--- src/hdl/wqvt_pkg.sv ---
// ----------------------------------------------------------------------------
// wqvt_pkg: shared types and constants of the weighted quorum vote tally
// Request and response structs, command and status codes, shared-unit
// opcodes, and the default parameter values of the block.
// ----------------------------------------------------------------------------
package wqvt_pkg;

  // Default parameter values
  localparam int DEF_MEMBERS     = 16;
  localparam int DEF_WEIGHT_BITS = 16;
  localparam int DEF_HASH_BITS   = 64;

  // Tally and total width, saturation ceiling
  localparam int            SUM_W   = 20;
  localparam logic [19:0]   SUM_MAX = 20'hFFFFF;

  // Request commands
  localparam logic [1:0] CMD_START   = 2'd0;
  localparam logic [1:0] CMD_PROMISE = 2'd1;
  localparam logic [1:0] CMD_STOP    = 2'd2;
  localparam logic [1:0] CMD_SETW    = 2'd3;

  // Response status codes
  localparam logic [3:0] ST_STARTED   = 4'd0;
  localparam logic [3:0] ST_BUSY_REF  = 4'd1;
  localparam logic [3:0] ST_RECORDED  = 4'd2;
  localparam logic [3:0] ST_IGNORED   = 4'd3;
  localparam logic [3:0] ST_COMMIT    = 4'd4;
  localparam logic [3:0] ST_MISMATCH  = 4'd5;
  localparam logic [3:0] ST_STOPPED   = 4'd6;
  localparam logic [3:0] ST_WSET      = 4'd7;
  localparam logic [3:0] ST_WREFUSED  = 4'd8;

  // Shared unit opcodes
  localparam logic [1:0] ALU_ADD = 2'd0;
  localparam logic [1:0] ALU_SUB = 2'd1;
  localparam logic [1:0] ALU_GT  = 2'd2;

  typedef struct packed {
    logic [1:0]  cmd;
    logic [3:0]  member;
    logic [63:0] hash_value;
    logic [15:0] weight;
  } in_req_t;

  typedef struct packed {
    logic [3:0]  status;
    logic [63:0] leader_hash;
    logic [19:0] leader_weight;
  } out_rsp_t;

endpackage

--- src/hdl/wqvt_ram.sv ---
// ----------------------------------------------------------------------------
// wqvt_ram: generic single-port-write, single-port-read RAM
// One write and one registered read per cycle; contents undefined at reset.
// ----------------------------------------------------------------------------
module wqvt_ram #(
  parameter int WIDTH = 16,
  parameter int DEPTH = 16
) (
  input  logic                     clk,
  input  logic                     we,
  input  logic [$clog2(DEPTH)-1:0] waddr,
  input  logic [WIDTH-1:0]         wdata,
  input  logic [$clog2(DEPTH)-1:0] raddr,
  output logic [WIDTH-1:0]         rdata
);

  logic [WIDTH-1:0] mem [DEPTH];
  logic [WIDTH-1:0] rdata_r;

  // Write port and registered read port
  always_ff @(posedge clk) begin
    if (we) begin
      mem[waddr] <= wdata;
    end
    rdata_r <= mem[raddr];
  end

  assign rdata = rdata_r;

endmodule

--- src/hdl/wqvt_alu.sv ---
// ----------------------------------------------------------------------------
// wqvt_alu: shared arithmetic and compare unit
// Add, subtract or greater-than on the tally/total operands, a saturated copy
// of the result, and a hash equality compare.
// ----------------------------------------------------------------------------
module wqvt_alu import wqvt_pkg::*; #(
  parameter int AW = 22,
  parameter int HB = DEF_HASH_BITS
) (
  input  logic [1:0]       op,
  input  logic [AW-1:0]    a,
  input  logic [AW-1:0]    b,
  input  logic [HB-1:0]    ha,
  input  logic [HB-1:0]    hb,
  output logic [AW-1:0]    res,
  output logic [SUM_W-1:0] res_sat,
  output logic             gt,
  output logic             eq
);

  // Adder / subtractor
  always_comb begin
    case (op)
      ALU_SUB: res = a - b;
      default: res = a + b;
    endcase
  end

  // Clamp to the tally width
  assign res_sat = (res > AW'(SUM_MAX)) ? SUM_MAX : res[SUM_W-1:0];

  // Magnitude and hash compares
  assign gt = (op == ALU_GT) && (a > b);
  assign eq = (ha == hb);

endmodule

--- src/hdl/weighted_quorum_vote_tally_unit.sv ---
// ----------------------------------------------------------------------------
// weighted_quorum_vote_tally_unit: weighted quorum vote tally
// Requests arrive on the in_ channel (valid/ready) as an in_req_t: set a
// member weight, start a round with its expected hash, promise a vote for a
// hash, or stop. Every request yields exactly one out_rsp_t on the out_
// channel (valid/ready) carrying a status and the current leading hash and
// its tally. The block takes one request at a time: in_ready is high only
// while the sequencer is idle.
// Start, stop and refused or ignored requests go straight to the output
// stage; set weight steps through subtract old weight, add new weight and
// the output stage. A promise adds the member weight to the tally, updates
// the leader, checks for a majority and then outputs; when a hash is tallied
// already, a linear search over the tally entries, one compare per cycle
// after a read lead-in, comes first. The next request can be accepted as
// soon as out_valid rises, since in_ready rises together with it.
// Reset (rst_n low, synchronous) clears all member weights, the total and
// the round; the tally RAMs need no clearing since only filled entries are
// read. A stalled receiver (out_ready low) holds the response in the output
// register; the next request is taken meanwhile and its response waits.
// ----------------------------------------------------------------------------
module weighted_quorum_vote_tally_unit import wqvt_pkg::*; #(
  parameter int MEMBERS     = DEF_MEMBERS,
  parameter int WEIGHT_BITS = DEF_WEIGHT_BITS,
  parameter int HASH_BITS   = DEF_HASH_BITS
) (
  input  logic     clk,
  input  logic     rst_n,
  input  logic     in_valid,
  output logic     in_ready,
  input  in_req_t  in_req,
  output logic     out_valid,
  input  logic     out_ready,
  output out_rsp_t out_rsp
);

  localparam int WB    = (WEIGHT_BITS < 16) ? WEIGHT_BITS : 16;
  localparam int MIW   = $clog2(MEMBERS);
  localparam int CW    = $clog2(MEMBERS + 1);
  localparam int TOT_W = WB + MIW;
  localparam int AW    = (TOT_W > SUM_W + 1) ? TOT_W : SUM_W + 1;

  // Sequencer states
  localparam logic [3:0] S_IDLE = 4'd0;
  localparam logic [3:0] S_WSUB = 4'd1;
  localparam logic [3:0] S_WADD = 4'd2;
  localparam logic [3:0] S_SRCH = 4'd3;
  localparam logic [3:0] S_TRD  = 4'd4;
  localparam logic [3:0] S_ADD  = 4'd5;
  localparam logic [3:0] S_LEAD = 4'd6;
  localparam logic [3:0] S_MAJ  = 4'd7;
  localparam logic [3:0] S_OUT  = 4'd8;

  // Control registers
  logic [3:0]         state_r,    state_nxt;
  logic               busy_r,     busy_nxt;
  logic [HASH_BITS-1:0] exp_r,    exp_nxt;
  logic [MEMBERS-1:0] wvld_r,     wvld_nxt;
  logic [AW-1:0]      tot_r,      tot_nxt;
  logic [SUM_W-1:0]   tot_sat_r,  tot_sat_nxt;
  logic [MEMBERS-1:0] voted_r,    voted_nxt;
  logic [CW-1:0]      cnt_r,      cnt_nxt;
  logic [HASH_BITS-1:0] lead_hash_r, lead_hash_nxt;
  logic [SUM_W-1:0]   lead_w_r,   lead_w_nxt;
  logic               cmp_vld_r,  cmp_vld_nxt;
  logic               out_vld_r,  out_vld_nxt;

  // Payload registers
  logic [MIW-1:0]       mem_idx_r, mem_idx_nxt;
  logic [HASH_BITS-1:0] hash_r,    hash_nxt;
  logic [WB-1:0]        neww_r,    neww_nxt;
  logic [MIW-1:0]       idx_r,     idx_nxt;
  logic [MIW-1:0]       cmp_idx_r, cmp_idx_nxt;
  logic [MIW-1:0]       slot_r,    slot_nxt;
  logic                 new_r,     new_nxt;
  logic [SUM_W-1:0]     tw_r,      tw_nxt;
  out_rsp_t             res_r,     res_nxt;
  out_rsp_t             out_r,     out_nxt;

  // Memory and shared unit wiring
  logic [MIW-1:0]       in_idx;
  logic                 member_ok;
  logic                 accept;
  logic [MIW-1:0]       wram_raddr;
  logic [WB-1:0]        wram_rdata;
  logic [WB-1:0]        mw;
  logic [HASH_BITS-1:0] hram_rdata;
  logic [SUM_W-1:0]     tram_rdata;
  logic [1:0]           alu_op;
  logic [AW-1:0]        alu_a, alu_b, alu_res;
  logic [SUM_W-1:0]     alu_res_sat;
  logic                 alu_gt, alu_eq;
  logic [HASH_BITS-1:0] alu_ha, alu_hb;

  assign in_idx    = MIW'(in_req.member);
  assign member_ok = 32'(in_req.member) < MEMBERS;
  assign in_ready  = (state_r == S_IDLE);
  assign accept    = in_valid && in_ready;
  assign out_valid = out_vld_r;
  assign out_rsp   = out_r;

  // Member weight of the addressed member; unwritten entries read as zero
  assign wram_raddr = (state_r == S_IDLE) ? in_idx : mem_idx_r;
  assign mw         = wvld_r[mem_idx_r] ? wram_rdata : '0;

  wqvt_ram #(.WIDTH(WB), .DEPTH(MEMBERS)) u_wram (
    .clk   (clk),
    .we    (state_r == S_WSUB),
    .waddr (mem_idx_r),
    .wdata (neww_r),
    .raddr (wram_raddr),
    .rdata (wram_rdata)
  );

  // Tally hash per entry
  wqvt_ram #(.WIDTH(HASH_BITS), .DEPTH(MEMBERS)) u_hram (
    .clk   (clk),
    .we    ((state_r == S_ADD) && new_r),
    .waddr (slot_r),
    .wdata (hash_r),
    .raddr (idx_r),
    .rdata (hram_rdata)
  );

  // Tally weight per entry
  wqvt_ram #(.WIDTH(SUM_W), .DEPTH(MEMBERS)) u_tram (
    .clk   (clk),
    .we    (state_r == S_ADD),
    .waddr (slot_r),
    .wdata (alu_res_sat),
    .raddr (slot_r),
    .rdata (tram_rdata)
  );

  // Operand select for the shared unit
  always_comb begin
    alu_op = ALU_ADD;
    alu_a  = '0;
    alu_b  = '0;
    alu_ha = hram_rdata;
    alu_hb = hash_r;
    case (state_r)
      S_WSUB: begin
        alu_op = ALU_SUB;
        alu_a  = tot_r;
        alu_b  = AW'(mw);
      end
      S_WADD: begin
        alu_a = tot_r;
        alu_b = AW'(neww_r);
      end
      S_ADD: begin
        alu_a = new_r ? '0 : AW'(tram_rdata);
        alu_b = AW'(mw);
      end
      S_LEAD: begin
        alu_op = ALU_GT;
        alu_a  = AW'(tw_r);
        alu_b  = AW'(lead_w_r);
      end
      S_MAJ: begin
        alu_op = ALU_GT;
        alu_a  = AW'({lead_w_r, 1'b0});
        alu_b  = AW'(tot_sat_r);
        alu_ha = lead_hash_r;
        alu_hb = exp_r;
      end
      default: begin
        alu_op = ALU_ADD;
      end
    endcase
  end

  wqvt_alu #(.AW(AW), .HB(HASH_BITS)) u_alu (
    .op      (alu_op),
    .a       (alu_a),
    .b       (alu_b),
    .ha      (alu_ha),
    .hb      (alu_hb),
    .res     (alu_res),
    .res_sat (alu_res_sat),
    .gt      (alu_gt),
    .eq      (alu_eq)
  );

  // Sequencer and next-state logic
  always_comb begin
    state_nxt     = state_r;
    busy_nxt      = busy_r;
    exp_nxt       = exp_r;
    wvld_nxt      = wvld_r;
    tot_nxt       = tot_r;
    tot_sat_nxt   = tot_sat_r;
    voted_nxt     = voted_r;
    cnt_nxt       = cnt_r;
    lead_hash_nxt = lead_hash_r;
    lead_w_nxt    = lead_w_r;
    cmp_vld_nxt   = cmp_vld_r;
    out_vld_nxt   = out_vld_r && !out_ready;
    mem_idx_nxt   = mem_idx_r;
    hash_nxt      = hash_r;
    neww_nxt      = neww_r;
    idx_nxt       = idx_r;
    cmp_idx_nxt   = cmp_idx_r;
    slot_nxt      = slot_r;
    new_nxt       = new_r;
    tw_nxt        = tw_r;
    res_nxt       = res_r;
    out_nxt       = out_r;

    case (state_r)
      S_IDLE: begin
        if (accept) begin
          // Response carries the leader as it stands before this request; a promise replaces it after its tally
          res_nxt.leader_hash   = 64'(lead_hash_r);
          res_nxt.leader_weight = lead_w_r;
          mem_idx_nxt           = in_idx;
          hash_nxt              = in_req.hash_value[HASH_BITS-1:0];
          neww_nxt              = in_req.weight[WB-1:0];
          state_nxt             = S_OUT;
          case (in_req.cmd)
            CMD_START: begin
              if (busy_r) begin
                res_nxt.status = ST_BUSY_REF;
              end else begin
                busy_nxt       = 1'b1;
                exp_nxt        = in_req.hash_value[HASH_BITS-1:0];
                res_nxt.status = ST_STARTED;
              end
            end
            CMD_STOP: begin
              res_nxt.status = ST_STOPPED;
              busy_nxt       = 1'b0;
              exp_nxt        = '0;
              voted_nxt      = '0;
              cnt_nxt        = '0;
              lead_hash_nxt  = '0;
              lead_w_nxt     = '0;
            end
            CMD_SETW: begin
              if (busy_r || !member_ok) begin
                res_nxt.status = ST_WREFUSED;
              end else begin
                state_nxt = S_WSUB;
              end
            end
            default: begin
              if (busy_r && member_ok && !voted_r[in_idx]) begin
                voted_nxt[in_idx] = 1'b1;
                if (cnt_r == '0) begin
                  slot_nxt  = '0;
                  new_nxt   = 1'b1;
                  state_nxt = S_ADD;
                end else begin
                  idx_nxt     = '0;
                  cmp_vld_nxt = 1'b0;
                  state_nxt   = S_SRCH;
                end
              end else begin
                res_nxt.status = ST_IGNORED;
              end
            end
          endcase
        end
      end

      // Total minus the member's old weight, then store the new weight
      S_WSUB: begin
        tot_nxt            = alu_res;
        wvld_nxt[mem_idx_r] = 1'b1;
        state_nxt          = S_WADD;
      end

      // Total plus the new weight
      S_WADD: begin
        tot_nxt        = alu_res;
        tot_sat_nxt    = alu_res_sat;
        res_nxt.status = ST_WSET;
        state_nxt      = S_OUT;
      end

      // Linear search of the tally entries, one compare per cycle
      S_SRCH: begin
        idx_nxt     = idx_r + MIW'(1);
        cmp_vld_nxt = 1'b1;
        cmp_idx_nxt = idx_r;
        if (cmp_vld_r) begin
          if (alu_eq) begin
            slot_nxt  = cmp_idx_r;
            new_nxt   = 1'b0;
            state_nxt = S_TRD;
          end else if (CW'(cmp_idx_r) + CW'(1) == cnt_r) begin
            slot_nxt  = MIW'(cnt_r);
            new_nxt   = 1'b1;
            state_nxt = S_ADD;
          end
        end
      end

      // Wait for the tally weight read
      S_TRD: begin
        state_nxt = S_ADD;
      end

      // Add the member weight to the tally and write it back
      S_ADD: begin
        tw_nxt = alu_res_sat;
        if (new_r) begin
          cnt_nxt = cnt_r + CW'(1);
        end
        state_nxt = S_LEAD;
      end

      // Take the lead only on a strictly greater tally
      S_LEAD: begin
        if (alu_gt) begin
          lead_hash_nxt = hash_r;
          lead_w_nxt    = tw_r;
        end
        state_nxt = S_MAJ;
      end

      // Majority check: twice the leader's tally against the total
      S_MAJ: begin
        res_nxt.leader_hash   = 64'(lead_hash_r);
        res_nxt.leader_weight = lead_w_r;
        if (alu_gt) begin
          res_nxt.status = alu_eq ? ST_COMMIT : ST_MISMATCH;
          busy_nxt       = 1'b0;
          exp_nxt        = '0;
          voted_nxt      = '0;
          cnt_nxt        = '0;
          lead_hash_nxt  = '0;
          lead_w_nxt     = '0;
        end else begin
          res_nxt.status = ST_RECORDED;
        end
        state_nxt = S_OUT;
      end

      // Hand the response to the output register once it is free
      S_OUT: begin
        if (!out_vld_r || out_ready) begin
          out_vld_nxt = 1'b1;
          out_nxt     = res_r;
          state_nxt   = S_IDLE;
        end
      end

      default: begin
        state_nxt = S_IDLE;
      end
    endcase
  end

  // Control state
  always_ff @(posedge clk) begin
    if (!rst_n) begin
      state_r     <= S_IDLE;
      busy_r      <= 1'b0;
      exp_r       <= '0;
      wvld_r      <= '0;
      tot_r       <= '0;
      tot_sat_r   <= '0;
      voted_r     <= '0;
      cnt_r       <= '0;
      lead_hash_r <= '0;
      lead_w_r    <= '0;
      cmp_vld_r   <= 1'b0;
      out_vld_r   <= 1'b0;
    end else begin
      state_r     <= state_nxt;
      busy_r      <= busy_nxt;
      exp_r       <= exp_nxt;
      wvld_r      <= wvld_nxt;
      tot_r       <= tot_nxt;
      tot_sat_r   <= tot_sat_nxt;
      voted_r     <= voted_nxt;
      cnt_r       <= cnt_nxt;
      lead_hash_r <= lead_hash_nxt;
      lead_w_r    <= lead_w_nxt;
      cmp_vld_r   <= cmp_vld_nxt;
      out_vld_r   <= out_vld_nxt;
    end
  end

  // Payload
  always_ff @(posedge clk) begin
    mem_idx_r <= mem_idx_nxt;
    hash_r    <= hash_nxt;
    neww_r    <= neww_nxt;
    idx_r     <= idx_nxt;
    cmp_idx_r <= cmp_idx_nxt;
    slot_r    <= slot_nxt;
    new_r     <= new_nxt;
    tw_r      <= tw_nxt;
    res_r     <= res_nxt;
    out_r     <= out_nxt;
  end

endmodule
--- config.mk ---
export PLATFORM = sky130hd
export DESIGN_NAME = weighted_quorum_vote_tally_unit
export DESIGN_NICKNAME = d
export VERILOG_FILES = /design/src/hdl/wqvt_pkg.sv /design/src/hdl/wqvt_ram.sv /design/src/hdl/wqvt_alu.sv /design/src/hdl/weighted_quorum_vote_tally_unit.sv
export SDC_FILE = /design/constraint.sdc
export NUM_CORES = 2
export LEC_CHECK = 0
export BUFFER_PORTS_ARGS = -buffer_cell sky130_fd_sc_hd__buf_2
export CAP_MARGIN = 20
export CORE_MARGIN = 5
export CORE_UTILIZATION = 30
export DETAILED_ROUTE_END_ITERATION = 10
export GPL_TIMING_DRIVEN = 0
export PLACE_DENSITY_LB_ADDON = 0.3
export SETUP_SLACK_MARGIN = 0.5
export SLEW_MARGIN = 0
export SYNTH_ARGS = -nofsm -noshare
export SYNTH_HDL_FRONTEND = slang
export SYNTH_HIERARCHICAL = 1
export SYNTH_SLANG_ARGS = --single-unit
--- constraint.sdc ---
create_clock -name clk -period 7.6 [get_ports clk]
set_input_delay 0.76 -clock clk [delete_from_list [all_inputs] [get_ports clk]]
set_output_delay 0.76 -clock clk [all_outputs]
set_load 0.01 [all_outputs]
# ---- Word level (Yosys, flattened, before mapping)
# Memories as Yosys holds them, arrays and structs flattened. A register that Yosys moved wholly into a read port is not among the register bits.
# Cells that the tools add are included.
dict set report totals {
  reg_bits 526
  latch_bits 0
  ramBits 1600
  mem_bits_ro 0
  in_bits 90
  word_cells 211
  n_memories 3
}
# memory depth word_bits rd rd_ports_with_merged_regs write_ports line_no
set mem_list {}
lappend mem_list {u_hram.mem 16 64 1 1 1 wqvt_ram.sv:17} ;# logic [WIDTH-1:0] mem [DEPTH];
lappend mem_list {u_tram.mem 16 20 1 1 1 wqvt_ram.sv:17}
lappend mem_list {u_wram.mem 16 16 1 1 1 wqvt_ram.sv:17}
dict set report classes {
  addsub 5
  mul 0
  div_mod_pow 0
  n_lt_le_gt_ge 6
  eq_ne 32
  shifts 0
  n_mux 99
  n_bitwise 2
  n_reduce_logical 38
}
# operator n
set ops {}
lappend ops {{$mux 64} 8}
lappend ops {{$pmux 64 s2} 2}
lappend ops {{$pmux 64 s3} 1}
lappend ops {{$pmux 84 s2} 1}
lappend ops {{$mux 20} 6}
lappend ops {{$mux 88} 1}
lappend ops {{$mux 4} 21}
lappend ops {{$pmux 21 s4} 1}
lappend ops {{$pmux 20 s4} 1}
lappend ops {{$eq 64x64->1} 1}
lappend ops {{$mux 16} 4}
lappend ops {{$pmux 16 s2} 2}
lappend ops {{$pmux 20 s3} 1}
lappend ops {{$or 16x16->16} 2}
lappend ops {{$pmux 4 s8} 1}
lappend ops {{$mux 1} 27}
lappend ops {{$reduce_and 5->1} 5}
lappend ops {{$pmux 4 s2} 3}
lappend ops {{$pmux 4 s3} 2}
lappend ops {{$add 21x20->21} 1}
lappend ops {{$gt 21x20->1} 1}
lappend ops {{$gt 21x20->1 const B} 1}
lappend ops {{$mux 21} 1}
lappend ops {{$sub 21x20->21} 1}
lappend ops {{37 further kinds} 87}

# ---- Logic depth before layout (Yosys ltp)
dict set report depth {
  ltp_word 9
  mapped_depth 26
  depth_no_buf 20
}

# ---- By module
# Netlist, hierarchy kept.
# mod instances cells_each area_per_inst_um2 seq_area_each_um2
set by_module_without_submodules {}
lappend by_module_without_submodules {{wqvt_ram (u_hram)} 1 1647 39583.0 32030.7}
lappend by_module_without_submodules {weighted_quorum_vote_tally_unit 1 2004 21140.3 13462.9}
lappend by_module_without_submodules {{wqvt_ram (u_tram)} 1 533 12530.8 10009.6}
lappend by_module_without_submodules {{wqvt_ram (u_wram)} 1 432 10042.1 8007.7}
lappend by_module_without_submodules {wqvt_alu 1 453 3024.2 0.0}

# ---- Worst setup path before layout
# Ideal clock, no wire load.
dict set report synth_path {
  path_kind {register to register}
  startpoint {register state_r[3]}
  endpoint {memory u_hram/mem[0][0] (netlist bit) (enable)}
  arrival_ns 6.699
  path_slack_ns 0.336
  path_stages_with_launch 8
  synth_period_minus_slack_ns 7.264
  cell_sequence {dfxtp_1 clkbuf_1 nor3b_1 and2_1 nand2_1 inv_1 or3b_2 nor3_1}
}
dict set report synth_between {
  elab_chain_cells 4
}
# item line_no
set synth_lines {}
lappend synth_lines {{from (decl)} weighted_quorum_vote_tally_unit.sv:54} ;# logic [3:0] state_r, state_nxt;
lappend synth_lines {{from (signal assigned)} weighted_quorum_vote_tally_unit.sv:371} ;# state_r <= state_nxt;
lappend synth_lines {{$eq 4x3->1} weighted_quorum_vote_tally_unit.sv:117} ;# .we ((state_r == S_ADD) && new_r),
lappend synth_lines {{$logic_and 1x1->1} weighted_quorum_vote_tally_unit.sv:117}
lappend synth_lines {{$mux 1} wqvt_ram.sv:22} ;# if (we) begin
lappend synth_lines {{$mux 1 (implied by the code)} wqvt_ram.sv:23} ;# mem[waddr] <= wdata;
lappend synth_lines {{to (decl)} wqvt_ram.sv:17}
# Every way passes these cells.

# ---- Worst setup path after layout
dict set report layout_path {
  startpoint {register state_r[2]}
  endpoint {register exp_r[47]}
}
dict set report layout_between {
  elab_chain_cells 7
  elab_cells_between_ends 23
}
# item line_no
set layout_lines {}
lappend layout_lines {{$eq 4x2->1 / $eq 4x1->1 (equally long branches)} weighted_quorum_vote_tally_unit.sv:141} ;# case (state_r)
lappend layout_lines {{$reduce_or 2->1 (no source line)} -}
lappend layout_lines {{$pmux 21 s4 *} weighted_quorum_vote_tally_unit.sv:141}
lappend layout_lines {{via alu_a[16]} weighted_quorum_vote_tally_unit.sv:89} ;# logic [AW-1:0] alu_a, alu_b, alu_res;
lappend layout_lines {{$gt 21x20->1 *} wqvt_alu.sv:33} ;# assign gt = (op == ALU_GT) && (a > b);
lappend layout_lines {{$logic_and 1x1->1 *} wqvt_alu.sv:33}
lappend layout_lines {{via alu_gt} weighted_quorum_vote_tally_unit.sv:91} ;# logic alu_gt, alu_eq;
lappend layout_lines {{$ne 2x2->1 (no source line) *} -}
lappend layout_lines {{$reduce_and 5->1 (no source line) *} -}
lappend layout_lines {{to (signal assigned)} weighted_quorum_vote_tally_unit.sv:373} ;# exp_r <= exp_nxt;
lappend layout_lines {{to (decl)} weighted_quorum_vote_tally_unit.sv:56} ;# logic [HASH_BITS-1:0] exp_r, exp_nxt;
# Mark *: on every way through the listed nets, which the timed path passes. The rest lies on a longest branch.
# A chain may end at the register's enable or synchronous reset.

==> reports/qor.yml <==
worst_setup_path:
  r2r_cells: 25
  startpoint: "state_r[2]"
  cpLargestDelayFamily: "simple AND/OR/NAND/NOR gates"
  cp.buffers_inverters: 7
  cp.required_ns: 8.41
  worst_r2r_endpoint: "exp_r[47]"
  start_kind: "flip-flop"
  cp.arrival_ns: 7.51
  worstPathMaxFanout: 10
  r2r_start: "state_r[2]"
  crit_type: "flip-flop to flip-flop"
  r2r_slack_ns: 0.90
  path_common_cell: "nand2_1"
  end_kind: "flip-flop"
  worst_path_largest_cell_delay_ns: 0.48
  critPathSlowestCell: "buf_2"
yosys:
  synth_area_sq_um: 86320
  postSynth.asyncResetShare_pct: 0
  ys_warn_count: 6
  ys_seq_elements: 2226
  yosysUniqueCellTypes: 83
  ys.flop_type: "edfxtp_1"
  synth_edf_count: 1893
  syn-instance-count: 5069
  avgSynthCellArea_sq_um: 17.03
  yosysSeqAreaShare_pct: 73.58
  synthesis.nets: 5211
place:
  portBuffers: 178
  place_ws_ns: 0.7096
  gp_congestion: 0.8748
  dp_hpwl_um: 177000
clock_network:
  htreeDepth: 4
  cts_max_path_buffers: 4
  cts_sinks: 2226
  cts_made_buffers: 222
  ctsHoldBuffers: 0
  path_clk_slew_ns: 0.06
  cts_root_buf: "clkbuf_16"
  clk_latency_ns: 0.90
  tritoncts: "yes"
finish:
  area_growth_pct: 17.58
  layout.nets: 5743
  drive_gt1_share_pct: 20.36
power_and_ir_drop:
  p_per_area_nw_per_um2: 255.7
  leakagePower_nw: 33.36
  peakVddDrop_mv: 0.2070
min_path:
  hold_path_class: "input pin to flip-flop"
  holdPathEnd: "hash_r[60]"
  hp-start: "in_req[76]"
  holdPathStages: 1
global_route:
  grt_max_degree: 65
  antenna_found_initial: 39
  grt_usage_pct: 16.47
  grt_overflow: 0
  grt_pass1_wl_um: 360000
  grt_pass1_vias: 48840
timing:
  post-route-min-period_ns: 6.700
  hold_viol_final: 0
  fmax_ghz: 0.1493
  skew_ns: 0.08354
  hold_slack_ns: 0.07258
  relSlewSlack_pct: 17.35
  setup_viol: 0
  drv_slew: 0
  finalCritPeriodShare_pct: 88.16
  rsz0062_at_grt: "no"
  setup_slack_ns: 0.8998
  worst_pin_slew_ns: 1.240
floorplan:
  die_h_um: 546.4
  io_pins: 180
  rows: 197
  fp.dieW_um: 546.4
  start_util_pct: 30.06
  core-area_sq_um: 287200
  die_area_sq_um: 298600
drt:
  drtIter0Drc: 5363
  drt_wl_total_um: 254000
  wl_per_cell_um: 26.54
  routed_via_density: 5.138
  firstDrtPassIters: 10
  drc: 0
  ant_nets: 0
  vias: 49160
run_status:
  status: "complete, no violations"
job:
  max-cap-violations: 0
-- synthesized netlist by cell type, drive strengths merged (3+ instances only) --
| master | instances | share of area, % |
|---|---|---|
| a2111oi | 3 | 0.030 |
| a211o | 5 | 0.051 |
| a211oi | 7 | 0.067 |
| a21boi | 193 | 1.7 |
| a21o | 7 | 0.061 |
| a21oi | 56 | 0.32 |
| a221oi | 4 | 0.048 |
| a222oi | 35 | 0.41 |
| a22o | 7 | 0.071 |
| a22oi | 203 | 1.8 |
| a31oi | 19 | 0.14 |
| and2 | 7 | 0.051 |
| and3 | 5 | 0.036 |
| buf | 122 | 0.92 |
| clkbuf | 169 | 0.74 |
| dfxtp | 333 | 7.7 |
| edfxtp | 1893 | 66 |
| ha | 50 | 0.72 |
| inv | 81 | 0.35 |
| mux2i | 12 | 0.14 |
| mux4 | 405 | 11 |
| nand2 | 813 | 3.5 |
| nand2b | 37 | 0.27 |
| nand3 | 171 | 0.99 |
| nand3b | 7 | 0.061 |
| nand4 | 19 | 0.14 |
| nor2 | 94 | 0.41 |
| nor2b | 37 | 0.27 |
| nor3 | 34 | 0.20 |
| nor4 | 12 | 0.087 |
| o211ai | 5 | 0.043 |
| o21a | 9 | 0.078 |
| o21ai | 48 | 0.32 |
| o21bai | 4 | 0.035 |
| o221ai | 3 | 0.030 |
| o2bb2ai | 18 | 0.18 |
| o31ai | 8 | 0.070 |
| or2 | 6 | 0.046 |
| or3 | 4 | 0.029 |
| or3b | 3 | 0.030 |
| xnor2 | 53 | 0.54 |
| xor2 | 35 | 0.36 |
-- kinds of logic (layout without fill, tap and decap cells) --
kind of cell / Yosys count / in the layout / synth area share (%)
flip-flops: 2226 / 2226 / 73.58
AND/OR/NAND/NOR: 1260 / 1260 / 6.275
AO/OA/AOI/OAI: 651 / 651 / 5.605
multiplexers: 419 / 419 / 10.86
buffers and inverters: 372 / 1085 / 2.013
XOR/XNOR: 88 / 88 / 0.8929
adder cells (fa/ha/maj): 52 / 52 / 0.7711
other: 1 / 7 / 0.004344
-- power by group --
part | internal, mW | switching [mW]
clock network | 6.21 | 4.64
registers | 13.6 | 0.265
logic | 0.418 | 0.852
total | 20.2 | 5.76
-- sequential cells by signal, indices dropped and copies added (netlist names), 20 cells and up --
name and cells:
tw_r 20, exp_r 64, u_wram/mem 256, lead_hash_r 64, u_tram/rdata 20, hash_r 64
u_hram/mem 1024, out_rsp 88, tot_r 21, res_r 88, u_tram/mem 320, u_hram/rdata 64
lead_w_r 20, tot_sat_r 20
-- worst max path at each step --
stage	endpoint	slack, ns	cells past startpoint
3_3_place_gp	u_hram/mem[8][23]	-7.19	7
6_report	exp_r[47]	0.90	25
4_1_cts	exp_r[47]	0.70	25
5_1_grt	new_r	0.58	15
3_5_place_dp	exp_r[47]	0.71	25
2_1_floorplan	u_hram/mem[12][0]	0.67	7
-- stage by stage --
| stage | util [%] | power, mW | TNS (ns) | area (sq um) | cells |
|---|---|---|---|---|---|
| detailed placement | 32.86 | 15.37 | 0 | 94370 | 9158 |
| CTS | 35.34 | 26.17 | 0 | 101500 | 9563 |
| finish | 35.34 | 25.96 | 0 | 101500 | 9569 |
| floorplan | - | 14.70 | 0 | 86330 | 5069 |
| global placement | 32.02 | 15.33 | -3644.73 | 91950 | 9028 |
| global route | 35.34 | 26.79 | 0 | 101500 | 9564 |
-- layout make-up --
| cell class | instances | area, sq um |
|---|---|---|
| Fill cell | 26950 | 185700 |
| Sequential cell | 2226 | 63510 |
| Multi-Input combinational cell | 2471 | 21310 |
| Clock buffer | 294 | 6040 |
| Tap cell | 3781 | 4731 |
| Timing Repair Buffer | 308 | 3080 |
| Buffer | 291 | 1444 |
| Clock inverter | 111 | 1057 |
| Inverter | 81 | 304.0 |
| Antenna cell | 6 | 15.01 |
-- per-layer routing --
| layer | vias up | GRT usage, % | share of wire, % |
|---|---|---|---|
| met5 | - | 0 | 0.021 |
| met4 | 6 | 3.633 | 2.3 |
| met3 | 402 | 3.029 | 7.5 |
| met2 | 2004 | 26.72 | 47 |
| met1 | 25900 | 23.12 | 43 |
| li1 | 20850 | - | - |
-- what timing repair did --
item / CTS / global route
gates resized for setup: 0 / 6
buffers inserted: 0 / 0
setup endpoints to repair: 0 / 61
-- layout by cell type (no fill, tap or decap), types with 35 or more instances in the layout --
cell type / count
nor2_1: 56
ha_1: 50
a22oi_1: 202
xor2_1: 35
nand2_1: 812
buf_6: 63
buf_2: 218
buf_8: 39
dfxtp_1: 333
a21boi_1: 121
o21ai_0: 36
nand3_1: 171
clkbuf_1: 221
a21oi_1: 56
xnor2_1: 53
nand2b_1: 37
a21boi_0: 72
a222oi_1: 35
buf_12: 35
edfxtp_1: 1893
nor2b_1: 37
clkinv_1: 41
mux4_2: 375
inv_1: 80
clkbuf_16: 225
No activity file was read; power rests on OpenSTA's default activity.
